**config.mk**
```make
export PLATFORM = sky130hd
export DESIGN_NAME = modular_arithmetic_unit
export DESIGN_NICKNAME = d
export VERILOG_FILES = /design/src/rtl/mau_pkg.sv /design/src/rtl/mau_front.sv /design/src/rtl/mau_back.sv /design/src/rtl/modular_arithmetic_unit.sv
export VERILOG_INCLUDE_DIRS = /design/src /design/src/rtl
export SDC_FILE = /design/constraint.sdc
export NUM_CORES = 1
export LEC_CHECK = 0
export ABC_AREA = 1
export BUFFER_PORTS_ARGS = -buffer_cell sky130_fd_sc_hd__buf_2
export CORE_AREA = 3 3 222 224
export DETAILED_ROUTE_END_ITERATION = 10
export DIE_AREA = 0 0 225 227
export PLACE_DENSITY = 0.58
export SYNTH_ARGS = -nofsm -noshare
export SYNTH_HDL_FRONTEND = slang
export SYNTH_SLANG_ARGS = --single-unit
```
**constraint.sdc**
```tcl
create_clock -name clock -period 7.8 [get_ports clock]
set_clock_uncertainty 0.2 [all_clocks]
set_input_delay 0.78 -clock clock [delete_from_list [all_inputs] [get_ports clock]]
set_output_delay 0.78 -clock clock [all_outputs]
set_load 0.01 [all_outputs]
```
**src/rtl/modular_arithmetic_unit_defines.svh**
```systemverilog
// Assertion macros shared by the RTL files
`ifndef MODULAR_ARITHMETIC_UNIT_DEFINES_SVH
`define MODULAR_ARITHMETIC_UNIT_DEFINES_SVH

// a implies b on the next clock edge
`define MAU_ASSERT_NEXT(label, clk, rst, a, b, msg) \
   label: assert property (@(posedge clk) disable iff (rst) (a) |=> (b)) else $error(msg);

// a implies b on the same clock edge
`define MAU_ASSERT_SAME(label, clk, rst, a, b, msg) \
   label: assert property (@(posedge clk) disable iff (rst) (a) |-> (b)) else $error(msg);

`endif

```
**src/rtl/mau_pkg.sv**
```systemverilog
package mau_pkg;

   localparam int unsigned DefaultWidth = 16;
   localparam int unsigned CsrIndexWidth = 1;

   localparam logic [2:0] FUNC_REDUCE  = 3'd0;
   localparam logic [2:0] FUNC_ADD     = 3'd1;
   localparam logic [2:0] FUNC_NEGATE  = 3'd2;
   localparam logic [2:0] FUNC_MUL     = 3'd3;
   localparam logic [2:0] FUNC_INVERSE = 3'd4;
   localparam logic [2:0] FUNC_COMPARE = 3'd5;
   localparam logic [2:0] FUNC_NONE    = 3'd7;

   localparam logic [CsrIndexWidth-1:0] CSR_MODULUS = 1'd0;
   localparam logic [CsrIndexWidth-1:0] CSR_PRIME   = 1'd1;

   typedef struct packed {
      logic [2:0]              func;
      logic [DefaultWidth-1:0] operand_a;
      logic [DefaultWidth-1:0] operand_b;
   } req_type;

   typedef struct packed {
      logic [DefaultWidth-1:0] result;
      logic                    is_equal;
      logic                    error;
   } rsp_type;

endpackage

```
**src/rtl/mau_front.sv**
```systemverilog
// Accepts a request and pushes it into a two-entry queue for the back end.
module mau_front (
   input  logic              clock,
   input  logic              reset,
   input  logic              req_start,
   input  mau_pkg::req_type  req_data,
   output logic              req_busy,
   input  logic              pop,
   output logic              q_valid,
   output mau_pkg::req_type  q_data
);
   import mau_pkg::*;
   `include "modular_arithmetic_unit_defines.svh"

   req_type     mem_ff [2];
   logic        wr_ptr_ff, wr_ptr_in, rd_ptr_ff, rd_ptr_in;
   logic [1:0]  count_ff, count_in;
   logic        push;
   req_type     clean;

   always_comb begin
      clean = req_data;
      // unused codes do nothing; fold them to a harmless function with zeroed result
      if (req_data.func > FUNC_COMPARE) begin
         clean.func = FUNC_NONE;
      end
   end

   assign req_busy = (count_ff == 2'd2);
   assign push     = req_start && !req_busy;
   assign q_valid  = (count_ff != 2'd0);
   assign q_data   = mem_ff[rd_ptr_ff];

   always_comb begin
      wr_ptr_in = wr_ptr_ff ^ push;
      rd_ptr_in = rd_ptr_ff ^ (pop && q_valid);
      count_in  = count_ff + {1'b0, push} - {1'b0, pop && q_valid};
   end

   always_ff @(posedge clock) begin
      if (push) begin
         mem_ff[wr_ptr_ff] <= clean;
      end
   end

   always_ff @(posedge clock) begin
      if (reset) begin
         wr_ptr_ff <= 1'b0;
         rd_ptr_ff <= 1'b0;
         count_ff  <= 2'd0;
      end else begin
         wr_ptr_ff <= wr_ptr_in;
         rd_ptr_ff <= rd_ptr_in;
         count_ff  <= count_in;
      end
   end

   `MAU_ASSERT_SAME(a_count_range, clock, reset, 1'b1, count_ff != 2'd3, "queue overflow")
   `MAU_ASSERT_NEXT(a_push_grows, clock, reset, push && !pop, count_ff != 2'd0,
      "push lost")
   `MAU_ASSERT_SAME(a_ptr_match, clock, reset, count_ff == 2'd0 || count_ff == 2'd2,
      wr_ptr_ff == rd_ptr_ff, "pointer mismatch")
endmodule

```
**src/rtl/mau_back.sv**
```systemverilog
// Sequential executor: restoring remainder unit shared by reduction,
// multiply (shift-add with reduction), and extended Euclid.
module mau_back (
   input  logic                              clock,
   input  logic                              reset,
   input  logic [mau_pkg::DefaultWidth-1:0]  modulus,
   input  logic                              modulus_is_prime,
   input  logic                              q_valid,
   input  mau_pkg::req_type                  q_data,
   output logic                              pop,
   output logic                              rsp_valid,
   output mau_pkg::rsp_type                  rsp_data
);
   import mau_pkg::*;
   `include "modular_arithmetic_unit_defines.svh"

   localparam int unsigned WIDTH = DefaultWidth;
   localparam int unsigned CW = $clog2(WIDTH + 1);
   localparam logic [3:0] S_IDLE = 4'd0, S_REDA = 4'd1, S_REDB = 4'd2, S_OP = 4'd3,
      S_MUL = 4'd4, S_DIV = 4'd5, S_UPD = 4'd6, S_FIX = 4'd7, S_DONE = 4'd8;

   logic [3:0]        state_ff, state_in;
   logic [2:0]        func_ff, func_in;
   logic [WIDTH-1:0]  n_ff, n_in, a_ff, a_in, b_ff, b_in;
   logic [WIDTH-1:0]  x_ff, x_in;          // dividend bits / multiplier
   logic [WIDTH-1:0]  rem_ff, rem_in, quo_ff, quo_in;
   logic [CW-1:0]     cnt_ff, cnt_in;
   logic [WIDTH-1:0]  r0_ff, r0_in, r1_ff, r1_in;
   logic [WIDTH:0]    s0_ff, s0_in, s1_ff, s1_in; // kept mod n, s < n
   logic [WIDTH-1:0]  res_ff, res_in;
   logic              eq_ff, eq_in, err_ff, err_in, vld_ff, vld_in;

   logic [WIDTH:0]    trial, sum, dbl, dbl_red, qs_add;
   logic [WIDTH-1:0]  eff_n;

   assign eff_n = (modulus < WIDTH'(2)) ? WIDTH'(1) : modulus;

   always_comb begin
      // one restoring division step: shift in top bit of x
      trial = {rem_ff, x_ff[WIDTH-1]} - {1'b0, n_ff};
      sum   = {1'b0, a_ff} + {1'b0, b_ff};
      dbl   = {rem_ff, 1'b0};
      dbl_red = (dbl >= {1'b0, n_ff}) ? dbl - {1'b0, n_ff} : dbl;
      qs_add  = dbl_red + (x_ff[WIDTH-1] ? {1'b0, a_ff} : '0);
   end

   always_comb begin
      state_in = state_ff; func_in = func_ff; n_in = n_ff; a_in = a_ff; b_in = b_ff;
      x_in = x_ff; rem_in = rem_ff; quo_in = quo_ff; cnt_in = cnt_ff;
      r0_in = r0_ff; r1_in = r1_ff; s0_in = s0_ff; s1_in = s1_ff;
      res_in = res_ff; eq_in = eq_ff; err_in = err_ff; vld_in = 1'b0; pop = 1'b0;
      unique case (state_ff) inside
         S_IDLE: begin
            if (q_valid) begin
               pop = 1'b1;
               func_in = q_data.func;
               n_in = eff_n;
               x_in = q_data.operand_a[WIDTH-1:0];
               b_in = q_data.operand_b[WIDTH-1:0];
               rem_in = '0; cnt_in = CW'(WIDTH);
               res_in = '0; eq_in = 1'b0; err_in = 1'b0;
               state_in = S_REDA;
            end
         end
         S_REDA, S_REDB, S_DIV: begin
            if (!trial[WIDTH]) begin
               rem_in = trial[WIDTH-1:0];
            end else begin
               rem_in = {rem_ff[WIDTH-2:0], x_ff[WIDTH-1]};
            end
            quo_in = {quo_ff[WIDTH-2:0], !trial[WIDTH]};
            x_in = {x_ff[WIDTH-2:0], 1'b0};
            cnt_in = cnt_ff - CW'(1);
            if (cnt_ff == CW'(1)) begin
               if (state_ff == S_REDA) begin
                  a_in = rem_in; x_in = b_ff; rem_in = '0; cnt_in = CW'(WIDTH);
                  state_in = S_REDB;
               end else if (state_ff == S_REDB) begin
                  b_in = rem_in;
                  state_in = S_OP;
               end else begin
                  // r1 stays divisor; remainder and quotient ready
                  state_in = S_UPD;
               end
            end
         end
         S_OP: begin
            state_in = S_DONE;
            case (func_ff)
               FUNC_REDUCE: res_in = a_ff;
               FUNC_ADD: res_in = (sum >= {1'b0, n_ff}) ?
                  WIDTH'(sum - {1'b0, n_ff}) : sum[WIDTH-1:0];
               FUNC_NEGATE: res_in = (a_ff == '0) ? '0 : n_ff - a_ff;
               FUNC_MUL: begin
                  x_in = a_ff; a_in = b_ff; rem_in = '0; cnt_in = CW'(WIDTH);
                  state_in = S_MUL;
               end
               FUNC_INVERSE: begin
                  if (!modulus_is_prime || a_ff == '0) begin
                     err_in = 1'b1;
                  end else begin
                     r0_in = n_ff; r1_in = a_ff; s0_in = '0; s1_in = (WIDTH+1)'(1);
                     state_in = S_FIX;
                  end
               end
               FUNC_COMPARE: eq_in = (a_ff == b_ff);
               default: ;
            endcase
         end
         S_MUL: begin
            // Horner: rem = 2*rem + bit*a, kept below n
            rem_in = (qs_add >= {1'b0, n_ff}) ?
               WIDTH'(qs_add - {1'b0, n_ff}) : qs_add[WIDTH-1:0];
            x_in = {x_ff[WIDTH-2:0], 1'b0};
            cnt_in = cnt_ff - CW'(1);
            if (cnt_ff == CW'(1)) begin
               res_in = rem_in;
               state_in = S_DONE;
            end
         end
         S_FIX: begin
            // loop head: r1 == 0 ends, else divide r0 by r1
            if (r1_ff == '0) begin
               if (r0_ff == WIDTH'(1)) res_in = s0_ff[WIDTH-1:0];
               else err_in = 1'b1;
               state_in = S_DONE;
            end else begin
               n_in = r1_ff; x_in = r0_ff; rem_in = '0; quo_in = '0;
               cnt_in = CW'(WIDTH); state_in = S_DIV;
            end
         end
         S_UPD: begin
            // s_new = s0 - q*s1 mod modulus, via Horner on q bits
            if (cnt_ff == '0) begin
               r0_in = r1_ff; r1_in = rem_ff; cnt_in = CW'(WIDTH);
               a_in = s1_ff[WIDTH-1:0]; x_in = quo_ff; rem_in = '0;
               n_in = eff_n;
               state_in = S_MUL;
               func_in = FUNC_INVERSE;
            end
            state_in = S_UPD;
            cnt_in = cnt_ff;
         end
         S_DONE: begin
            vld_in = 1'b1;
            state_in = S_IDLE;
         end
         default: state_in = S_IDLE;
      endcase
   end

   // Euclid bookkeeping lives in a small helper sequence below to keep S_MUL shared
   logic [1:0]        eu_ff, eu_in;
   localparam logic [1:0] EU_NONE = 2'd0, EU_MUL = 2'd1;

   logic [3:0]       st_fin;
   logic [WIDTH-1:0] n_fin, a_fin, x_fin, rem_fin, res_fin, r0_fin, r1_fin;
   logic [WIDTH:0]   s0_fin, s1_fin;
   logic [CW-1:0]    cnt_fin;

   always_comb begin
      st_fin = state_in; n_fin = n_in; a_fin = a_in; x_fin = x_in; rem_fin = rem_in;
      res_fin = res_in; r0_fin = r0_in; r1_fin = r1_in; s0_fin = s0_in; s1_fin = s1_in;
      cnt_fin = cnt_in; eu_in = eu_ff;
      if (state_ff == S_UPD) begin
         r0_fin = r1_ff; r1_fin = rem_ff; n_fin = eff_n; a_fin = s1_ff[WIDTH-1:0];
         x_fin = quo_ff; rem_fin = '0; cnt_fin = CW'(WIDTH); st_fin = S_MUL;
         eu_in = EU_MUL;
      end else if (state_ff == S_MUL && eu_ff == EU_MUL && cnt_ff == CW'(1)) begin
         // rem_in = q*s1 mod n; s_new = s0 - that
         s1_fin = (s0_ff >= {1'b0, rem_in}) ? s0_ff - {1'b0, rem_in}
                : s0_ff + {1'b0, n_ff} - {1'b0, rem_in};
         s0_fin = s1_ff;
         res_fin = res_ff;
         st_fin = S_FIX; eu_in = EU_NONE;
      end
   end

   always_ff @(posedge clock) begin
      func_ff <= func_in; n_ff <= n_fin; a_ff <= a_fin; b_ff <= b_in; x_ff <= x_fin;
      rem_ff <= rem_fin; quo_ff <= quo_in; cnt_ff <= cnt_fin; r0_ff <= r0_fin;
      r1_ff <= r1_fin; s0_ff <= s0_fin; s1_ff <= s1_fin; res_ff <= res_fin;
      eq_ff <= eq_in; err_ff <= err_in;
   end

   always_ff @(posedge clock) begin
      if (reset) begin
         state_ff <= S_IDLE; vld_ff <= 1'b0; eu_ff <= EU_NONE;
      end else begin
         state_ff <= st_fin; vld_ff <= vld_in; eu_ff <= eu_in;
      end
   end

   assign rsp_valid = vld_ff;
   always_comb begin
      rsp_data = '0;
      rsp_data.result   = res_ff;
      rsp_data.is_equal = eq_ff;
      rsp_data.error    = err_ff;
   end

   `MAU_ASSERT_NEXT(a_done_valid, clock, reset, state_ff == S_DONE, rsp_valid,
      "result not issued")
   `MAU_ASSERT_SAME(a_err_zero, clock, reset, rsp_valid && rsp_data.error,
      rsp_data.result == '0, "error with nonzero result")
   `MAU_ASSERT_SAME(a_pop_idle, clock, reset, pop, state_ff == S_IDLE,
      "pop while busy")
   `MAU_ASSERT_SAME(a_eq_no_err, clock, reset, rsp_valid,
      !(rsp_data.is_equal && rsp_data.error), "flags both set")
endmodule

```
**src/rtl/modular_arithmetic_unit.sv**
```systemverilog
// Sequence per item, from start transfer to rsp_valid: both operands are reduced,
// then the operation runs; multiply adds a Horner pass. Inverse repeats a division
// and a multiply-based update per Euclid step (up to ~24 steps).
// Throughput: one item at a time in the back end, set by the shared bit-serial
// remainder unit; a two-entry queue lets start be taken while it works.
// Reset (synchronous, active high): modulus 2, prime flag 1, queue empty.
// The receiver cannot stall: rsp_valid pulses for one cycle per item.
module modular_arithmetic_unit (
   input  logic                                clock,
   input  logic                                reset,
   input  logic                                start,
   output logic                                busy,
   input  mau_pkg::req_type                    req_data,
   output logic                                rsp_valid,
   output mau_pkg::rsp_type                    rsp_data,
   input  logic                                csr_write,
   input  logic [mau_pkg::CsrIndexWidth-1:0]   csr_index,
   input  logic [mau_pkg::DefaultWidth-1:0]    csr_data
);
   import mau_pkg::*;

   localparam int unsigned WIDTH = DefaultWidth;

   logic [WIDTH-1:0] modulus_ff;
   logic             prime_ff;
   logic             pop, q_valid;
   req_type          q_data;

   always_ff @(posedge clock) begin
      if (reset) begin
         modulus_ff <= WIDTH'(2);
         prime_ff   <= 1'b1;
      end else if (csr_write) begin
         unique case (csr_index)
            CSR_MODULUS: modulus_ff <= csr_data[WIDTH-1:0];
            CSR_PRIME:   prime_ff   <= csr_data[0];
            default: ;
         endcase
      end
   end

   mau_front u_front (
      .clock, .reset, .req_start(start), .req_data, .req_busy(busy),
      .pop, .q_valid, .q_data
   );

   mau_back u_back (
      .clock, .reset, .modulus(modulus_ff), .modulus_is_prime(prime_ff),
      .q_valid, .q_data, .pop, .rsp_valid, .rsp_data
   );
endmodule
```
# --- Word-level counts from Yosys, hierarchy flattened ---
# Memories as Yosys holds them, arrays and structs flattened. A register that Yosys moved wholly into a read port is not among the register bits.
# Index checks and enable logic that the tools add are counted.
word_totals:
  ff_bits: 215
  latch_bits: 0
  ramBits: 70
  rom_bits: 0
  inputBits: 56
  out_inout_bits: 20
  n_memories: 1
classes:
  addsub: 13
  mul: 0
  div: 0
  order_cmp: 6
  eq_ne: 43
  n_shift: 0
  n_mux: 101
  n_bitwise: 3
  reduce_logical: 44
mem_list:
  columns: ["memory", "depth", "word_bits", "rd", "rd_ports_with_merged_regs", "write_ports", "line_no", "source"]
  rows:
  - ["u_front.mem_ff", 2, 35, 1, 1, 1, "mau_front.sv:15", "req_type mem_ff [2];"]
ops:
  columns: ["cell", "n"]
  rows:
  - ["$mux 16", 44]
  - ["$mux 17", 12]
  - ["$pmux 16 s2", 4]
  - ["$pmux 16 s6", 1]
  - ["$pmux 16 s5", 1]
  - ["$ge 17x16->1", 4]
  - ["$sub 17x16->17", 4]
  - ["$pmux 16 s4", 1]
  - ["$pmux 16 s3", 1]
  - ["$sub 16x16->16", 3]
  - ["$add 17x16->17", 2]
  - ["$logic_not 16->1", 2]
  - ["$mux 5", 5]
  - ["$pmux 5 s5", 1]
  - ["$mux 4", 6]
  - ["$ne 2x2->1 const B", 11]
  - ["$reduce_and 3->1", 7]
  - ["$pmux 4 s5", 1]
  - ["$mux 3", 6]
  - ["$add 16x16->17", 1]
  - ["$eq 16x1->1 const B", 1]
  - ["$eq 16x16->1", 1]
  - ["$eq 4x3->1 const B", 4]
  - ["$lt 16x2->1 const B", 1]
  - ["41 further kinds", 86]

# --- Logic depth before layout (Yosys ltp) ---
# Gate-level depths: netlist of the first run.
logic_depth:
  depth_word: 10
  ltp_mapped: 59

# --- Cells and area by module ---
# From an unflattened synthesis of the first run, not the netlist that was laid out.
unflattened:
  hier_cells: 2665
  area_unflattened_um2: 20935.1
by_module_without_submodules:
  columns: ["mod", "instances", "cells_per_inst", "area_each_um2"]
  rows:
  - ["mau_back", 1, 2410, 17257.8]
  - ["mau_front", 1, 147, 2924.1]
  - ["modular_arithmetic_unit", 1, 108, 753.2]

# --- Least setup slack after synthesis of the first run ---
# Ideal clock, no wire load.
synth_timing:
  kind: "register to register"
  start: "register u_back.n_ff[1]"
  end: "register u_back.s1_ff[13]"
  setup_ns: 0.125
  arrival_time_ns: 6.812
  required_ns: 7.475
  path_slack_ns: 0.662
  stages_incl_launch_ff: 45
  path_buffers: 2
  cell_sequence: "edfxtp_1 > inv_1 > ha_1 > ha_1 > inv_1 > nor2_1 > nand2_1 > o21ai_2 > nor2_2 > nand2_4 > inv_1 > clkbuf_1 > o21ai_0 > ha_1 > a21oi_1 > nand2_1 > nand2_1 > nand3_1 > [9 not listed] > nand4_1 > nand3_1 > nand2_1 > nand2_2 > inv_2 > fa_1 > inv_1 > ha_1 > a21oi_1 > inv_1 > o21ai_0 > nand3_1 > a21oi_1 > o21ai_0 > xor2_1 > nand2_1 > nand3_1 > o21ai_1"
synth_via:
  elab_chain_len: 10
  elab_cells_between_ends: 19
  cone_classes: "add/sub (7); order compare (3); mux (9)"
synth_lines:
  columns: ["item", "line_no", "source"]
  rows:
  - ["start, declared", "mau_back.sv:24", "logic [WIDTH-1:0] n_ff, n_in, a_ff, a_in, b_ff, b_in;"]
  - ["start signal, assigned", "mau_back.sv:180", "func_ff <= func_in; n_ff <= n_fin; a_ff <= a_fin; b_ff <= b_in; x_ff <= x_fin;"]
  - ["$sub 17x16->17 or $ge 17x16->1 (tied branches)", "mau_back.sv:43", "dbl_red = (dbl >= {1'b0, n_ff}) ? dbl - {1'b0, n_ff} : dbl;"]
  - ["$mux 17", "mau_back.sv:43", null]
  - ["$add 17x16->17", "mau_back.sv:44", "qs_add = dbl_red + (x_ff[WIDTH-1] ? {1'b0, a_ff} : '0);"]
  - ["$sub 16x16->16 or $ge 17x16->1 (tied branches)", "mau_back.sv:113, mau_back.sv:112", null]
  - ["$mux 16", "mau_back.sv:112", "rem_in = (qs_add >= {1'b0, n_ff}) ?"]
  - ["$pmux 16 s6 *", "mau_back.sv:52", "unique case (state_ff) inside"]
  - ["net u_back.rem_in[4]", "mau_back.sv:26", "logic [WIDTH-1:0] rem_ff, rem_in, quo_ff, quo_in;"]
  - ["$sub 17x16->17 (tied with other cells)", "mau_back.sv:172", ": s0_ff + {1'b0, n_ff} - {1'b0, rem_in};"]
  - ["$mux 17 *", "mau_back.sv:171", "s1_fin = (s0_ff >= {1'b0, rem_in}) ? s0_ff - {1'b0, rem_in}"]
  - ["$mux 17 *", "mau_back.sv:169", "end else if (state_ff == S_MUL && eu_ff == EU_MUL && cnt_ff == CW'(1)) begin"]
  - ["$mux 17 *", "mau_back.sv:165", "if (state_ff == S_UPD) begin"]
  - ["net u_back.s1_fin[13]", "mau_back.sv:158", "logic [WIDTH:0] s0_fin, s1_fin;"]
  - ["end signal, assigned", "mau_back.sv:182", "r1_ff <= r1_fin; s0_ff <= s0_fin; s1_ff <= s1_fin; res_ff <= res_fin;"]
  - ["end, declared", "mau_back.sv:29", "logic [WIDTH:0] s0_ff, s0_in, s1_ff, s1_in;"]
# Mark *: on every way through the listed nets, which the timed path passes. The rest lies on a longest branch.
# A chain may end at the register's enable or synchronous reset.

# --- Worst setup path after layout of the first run ---
layout_timing:
  start: "register u_back.n_ff[1]"
  end: "register u_back.s1_ff[15]"
# Same word-level chain as after synthesis.

==> impl_results.md, run 1 <==
* Crit path max fanout at 10
* Finish-stage setup viols at 0
* Vias at 20,945
* Worst hold path startpoint: req_data[24]
* Setup WS pre-CTS at -32.5 ps
* Antenna violations before repair at 1
* Slew HR at 19.3%
* Synth Cell Area at 21,200 um2
* Ant. Diodes at 0
* R2r startpoint: u_back.n_ff[1]$_DFFE_PP_
* Die width at 225 um
* Worst hold path depth at 1
* WL met1 at 38.7 mm
* Syn_area_per_cell at 7.48 um2
* Dominant synthesized flop cell: edfxtp_1
* Global Route Usage Sum at 34.3%
* Cells after DPL at 3,543
* Worst path max stage delay at 550 ps
* Slowest-stage cell, CP: fa_1
* Dpl hpwl at 69.5 mm
* Min cycle time layout at 7400 ps
* Synth top area share at 28.8%
* Boundary pin count at 76
* Clock Sinks at 285
* First-pass DRT Iterations at 5
* Reg2reg path depth at 50
* R2r setup slk at 400 ps
* # rows at 80
* Cell variety after synth at 62
* Clk slew on worst S/H paths at 60 ps
* Post-synth EDFFs at 203
* Final period util at 94.9%
* Layout area overhead at 15.0%
* Status: complete, no violations
* Largest net degree at the start of global routing at 87
* TritonCTS Buffers at 34
* CP Capture Type: register
* Via density at 5.81
* Metal3 WL at 9.03 mm
* Crit path buf inv count at 9
* Yosys warnings at 0
* Top post-synthesis cells by count: nand2_1, inv_1, nor2_1
* Max Root-Sink Buffers at 3
* Final Worst Setup Slack at 397 ps
* Final instance area at 24,400 um2
* Origin of the worst setup path: u_back.n_ff[1]$_DFFE_PP_
* WP data required at 8020 ps
* Final Util at 51.3%
* Leading area contributor after synthesis: edfxtp_1
* Wire length on met2 at 35.9 mm
* CP Class: reg -> reg
* Least-Margin Pin Slew at 1210 ps
* ANT nets after route at 0
* Max reg flops at 70
* CTS root buf: clkbuf_16
* Core box area at 47,500 um2
* Top cells by area, synth: edfxtp_1, nand2_1, ha_1, dfxtp_1, inv_1
* Later-pin clock latency in the skew report at 570 ps
* Arrival @ worst endpoint at 7630 ps
* DIE AREA at 51,100 um2
* Largest regs: u_front.mem_ff x70, u_back.s0_ff x17, u_back.s1_ff x17
* Iter 0 DRT Violations at 2,583
* Drt wl/cell at 24.6 um
* Most frequent cell after synthesis: nand2_1
* Top layer in use: met5
* Post-synthesis register bit count at 285
* RR Endpoint: u_back.s1_ff[15]$_DFF_P_
* Max Cap Viol at 0
* Share of cells above drive strength 1 at 13.9%
* Drt drc at 0
* Seq/Total Area, Yosys at 36.5%
* Post-DP Area at 22,800 um2
* Cell family with most CP delay: simple AND/OR/NAND/NOR gates
* Grt ovf at 0
* Reg with most FFs: u_front.mem_ff
* First-pass GRT wire length at 129 mm
* Gpl congestion at 1.18
* Startpoint types: register
* Initial core utilization at 44.6%
* HP Class: in -> reg
* H-tree Lvls at 2
* CTS tree: done
* Vias in the first global route at 19,865
* Syn Inst Count at 2,832
* Final WL at 88.5 mm
* Final Non-Filler Cells at 3,605
* Hold buffers post-CTS at 0
* Chip height at 227 um
* Fmax at 135 MHz
* Final Max Tran Viols at 0
* Hold Vio Cnt, Final at 0
* Most Frequent Cell on Critical Path: nand2_1
* Asr flop ratio synth at 0%
* Nets at 3,183
* Syn_nets at 3,047
* WHS Endpoint: u_front.mem_ff[0][24]$_DFFE_PP_
* PortBufs at 75
[per-layer routing]
metal / GRT usage (%) / up-vias
met5: 0 / -
met4: 16.7 / 2
met3: 7.14 / 178
met2: 49.1 / 1044
met1: 49.5 / 10022
li1: - / 9699
[timing repair]
| item | CTS | global route |
|---|---|---|
| resized for setup | 3 | 87 |
| pin swaps | 0 | 9 |
| endpoints found under the setup margin | 6 | 17 |
| buffers inserted | 0 | 4 |
[area by class of cell]
type | count | area, um2
fill | 4683 | 23200
clock inverter | 16 | 214
clock buffer | 42 | 901
inverter | 427 | 1610
sequential | 285 | 7740
timing repair buffer | 191 | 1270
multi-input combinational | 2029 | 11900
tap | 615 | 769
[cells in the final DEF (no fill, tap or decap), types with 9 or more instances in the layout]
cell         n
a21o_1      15
xnor2_1     36
a21oi_2     11
a31oi_1      9
nor2_2      16
o2111ai_1   11
fa_1        22
buf_2       75
clkbuf_16   34
o21bai_1    11
nand2_1    646
nand3_2     11
nor2_1     225
ha_4        19
o21ai_1     21
nor4_1      13
a21oi_1    181
nand3_1    174
xor2_1      64
nand4_1     34
o21ai_0    208
ha_1       114
o22ai_1     30
o211ai_1    23
edfxtp_1   203
inv_2       35
inv_1      387
dfxtp_1     82
nand2_2     31
nor3_1      18
buf_4      112
[worst max-delay path by stage]
stage	slack, ps	end	depth (start not counted)
global route	-20	u_back.s1_ff[13]$_DFF_P_	44
finish	400	u_back.s1_ff[15]$_DFF_P_	50
floorplan	660	u_back.s1_ff[13]$_DFF_P_	44
detailed placement	-30	u_back.s1_ff[13]$_DFF_P_	47
global placement	140	u_back.s1_ff[13]$_DFF_P_	46
CTS	8	u_back.s1_ff[13]$_DFF_P_	44
[per-stage QoR]
step           TNS [ps]  hold WS [ps]
5_1_grt           -24.1           192
4_1_cts               0           179
2_1_floorplan         0           229
6_report              0           202
3_3_place_gp          0           258
3_5_place_dp      -33.7           250
[logic make-up after synthesis]
family / synth area share (%)
and+or+nand+nor: 24.4
xor gates and xnor gates: 4.22
buffers and inverters: 9.57
adders and majority gates: 10.2
muxes: 0.0945
AOI/OAI and AO/OA: 15.0
DFF: 36.5
Power of run 1 is not shown: default switching activity piles up to over one toggle a cycle in this logic, so the estimate is an artifact.
==> run 2: changes to the inputs <==
--- a/config.mk
+++ b/config.mk
@@ -6,12 +6,11 @@
 export SDC_FILE = /design/constraint.sdc
 export NUM_CORES = 1
 export LEC_CHECK = 0
-export ABC_AREA = 1
 export BUFFER_PORTS_ARGS = -buffer_cell sky130_fd_sc_hd__buf_2
-export CORE_AREA = 3 3 222 224
+export CORE_AREA = 3 3 219 221
 export DETAILED_ROUTE_END_ITERATION = 10
-export DIE_AREA = 0 0 225 227
-export PLACE_DENSITY = 0.58
+export DIE_AREA = 0 0 222 224
+export PLACE_DENSITY_LB_ADDON = 0.1
 export SYNTH_ARGS = -nofsm -noshare
 export SYNTH_HDL_FRONTEND = slang
 export SYNTH_SLANG_ARGS = --single-unit
==> run 2 against run 1 <==
Compared with the run above: the flow now finishes with violations (setup timing); first-iteration DRC count decreased by 3.8%; die area decreased by 2.6%; critical endpoint is now u_back.s1_ff[16]$_DFF_P_; fmax decreased by 9.4%; routed wire length increased by 2.5%; critical path depth decreased by 11.
==> impl_results.md, run 2 <==
* Yosys warnings at 0 (unchanged)
* Dominant synthesized flop cell: edfxtp_1
* Boundary pin count at 76 (unchanged)
* Die width at 222 um (-1.3%)
* TritonCTS Buffers at 35 (+2.9%)
* Top cells by area, synth: edfxtp_1, ha_1, dfxtp_1, nand2_1, o21ai_0
* Worst path max stage delay at 530 ps (-20 ps)
* Cell variety after synth at 98 (+58%)
* RSZ-0062 raised after global routing: true
* Syn_area_per_cell at 9.05 um2 (+21%)
* # rows at 79 (-1.3%)
* Chip height at 224 um (-1.3%)
* Grt ovf at 0 (unchanged)
* Max Root-Sink Buffers at 3 (unchanged)
* Core box area at 46,400 um2 (-2.5%)
* Iter 0 DRT Violations at 2,485 (-3.8%)
* Later-pin clock latency in the skew report at 580 ps (about the same)
* Arrival @ worst endpoint at 8420 ps (+790 ps)
* Setup TNS at -2880 ps (-2880 ps)
* Min cycle time layout at 8170 ps (+766 ps)
* Dpl hpwl at 70.8 mm (+1.8%)
* Status: finished with violations
* Leading area contributor after synthesis: edfxtp_1
* Synth Cell Area at 20,700 um2 (-2.3%)
* Startpoint types: register
* Commonest cells after routing, fill and taps aside: buf_4, nand2_1, edfxtp_1
* CTS root buf: clkbuf_16
* Fillcell total at 4,092 (-13%)
* Seq/Total Area, Yosys at 37.4% (+0.85 points)
* Clk slew on worst S/H paths at 60 ps (about the same)
* Failing checks: setup timing
* Crit path max fanout at 6 (-4)
* Top post-synthesis cells by count: nand2_1, edfxtp_1, o21ai_0
* Slowest-stage cell, CP: fa_1
* Fmax at 122 MHz (-9.4%)
* Asr flop ratio synth at 0% (unchanged)
* Least-Margin Pin Slew at 1300 ps (+93.3 ps)
* Antenna violations before repair at 11 (+10)
* Syn Inst Count at 2,288 (-19%)
* Layout area overhead at 30.1%
* Initial core utilization at 44.7% (+0.10 points)
* DIE AREA at 49,700 um2 (-2.6%)
* PortBufs at 75 (unchanged)
* Largest regs: u_front.mem_ff x70, u_back.s0_ff x17, u_back.s1_ff x17
* Hold buffers post-CTS at 0 (unchanged)
* Largest net degree at the start of global routing at 64 (-26%)
* Drt drc at 0 (unchanged)
* Share of cells above drive strength 1 at 29.5% (+16 points)
* H-tree Lvls at 2 (unchanged)
* Global Route Usage Sum at 35.0% (+0.73 points)
* Reg with most FFs: u_front.mem_ff
* Clock Sinks at 285 (unchanged)
* Hold Vio Cnt, Final at 0 (unchanged)
* CP Capture Type: register
* Max Cap Viol at 0 (unchanged)
* Final Worst Setup Slack at -369 ps (-766 ps)
* WP data required at 8050 ps (+30 ps)
* Gpl congestion at 1.05 (-11%)
* Vias at 20,599 (-1.7%)
* CP Class: reg -> reg
* Final Max Tran Viols at 0 (unchanged)
* First-pass GRT wire length at 128 mm (-0.60%)
* Slew HR at 12.8% (-6.5 points)
* Most common cell after layout, fill and taps aside: buf_4
* Nets at 2,940 (-7.6%)
* Syn_nets at 2,503 (-18%)
* Max reg flops at 70 (unchanged)
* Finish-stage setup viols at 16 (+16)
* CTS tree: done
* Final WL at 90.7 mm (+2.5%)
* Most frequent cell after synthesis: nand2_1
* ANT nets after route at 0 (unchanged)
* Via density at 6.13 (+5.5%)
* First-pass DRT Iterations at 6 (+1)
* Synth top area share at 29.4% (+0.67 points)
* Vias in the first global route at 19,375 (-2.5%)
* Final period util at 105% (+9.8 points)
* Drt wl/cell at 27.0 um (+9.9%)
* HP Class: in -> reg
* Setup WS pre-CTS at -940 ps (-908 ps)
* Post-synthesis register bit count at 285 (unchanged)
* Post-synth EDFFs at 203 (unchanged)
-- run 2: logic make-up (layout without fill, tap and decap cells) --
logic type | count (synthesis) | after routing | share of synthesized area, %
buffers and inverters | 244 | 707 | 4.89
other | 0 | 3 | 0
xor gates and xnor gates | 117 | 117 | 5.07
DFF | 285 | 285 | 37.4
AOI/OAI and AO/OA | 644 | 644 | 20.7
muxes | 70 | 70 | 3.73
adders and majority gates | 159 | 159 | 10.5
and+or+nand+nor | 769 | 770 | 17.8
-- run 2: per-layer routing --
layer / track usage (%) / up-vias / wire [um]
met1: 46.6 / 9971 / 36700
li1: - / 9275 / -
met3: 8.96 / 257 / 9680
met4: 23.2 / 16 / 6930
met5: 0 / - / 103
met2: 50.5 / 1080 / 37300
-- run 2: final timing paths --
check                                              start                               to  slack (ps)  cells after the start
worst min register to register  u_back.s1_ff[13]$_DFF_P_         u_back.s0_ff[13]$_DFF_P_         270                      2
worst min-delay path                        req_data[28]  u_front.mem_ff[1][28]$_DFFE_PP_         190                      1
worst max-delay path            u_back.n_ff[4]$_DFFE_PP_         u_back.s1_ff[16]$_DFF_P_        -370                     39
worst max register to register  u_back.n_ff[4]$_DFFE_PP_         u_back.s1_ff[16]$_DFF_P_        -370                     39
-- run 2: worst max-delay path: cells and delay by family, from the launching register on --
family	cells	cell delay [ps]
flops	1	370
fa+ha+maj	6	2070
buf+inv	5	420
compound gates	17	3540
simple gates	9	1110
xor+xnor	2	320
-- run 2: final cells by class --
| type | count | area [um2] | area share [%] |
|---|---|---|---|
| Clock buffer | 46 | 947 | 3.52 |
| Timing Repair Buffer | 514 | 3790 | 14.1 |
| Antenna cell | 3 | 7.51 | 0.0279 |
| Sequential cell | 285 | 7740 | 28.7 |
| Inverter | 129 | 487 | 1.81 |
| Multi-Input combinational cell | 1760 | 13000 | 48.3 |
| Clock inverter | 18 | 191 | 0.711 |
| Tap cell | 607 | 759 | 2.82 |
-- run 2: repair_timing --
action / in CTS / in global routing
pin swaps: 48 / 68
endpoints found under the setup margin: 17 / 17
buffers inserted: 53 / 37
endpoints found under the hold margin: 0 / 0
gates cloned: 1 / 1
resized for setup: 97 / 126
-- run 2: stage by stage --
stage / hold slack, ps / instance area, um2 / util (%) / instances
CTS: 165 / 26100 / 56.3 / 3328
finish: 187 / 26900 / 58.1 / 3362
global route: 184 / 26900 / 58.1 / 3359
global placement: 251 / 24200 / 52.1 / 3211
floorplan: 223 / 20900 / - / 2288
detailed placement: 256 / 24200 / 52.1 / 3211
Power of run 2 is left out for the same reason.
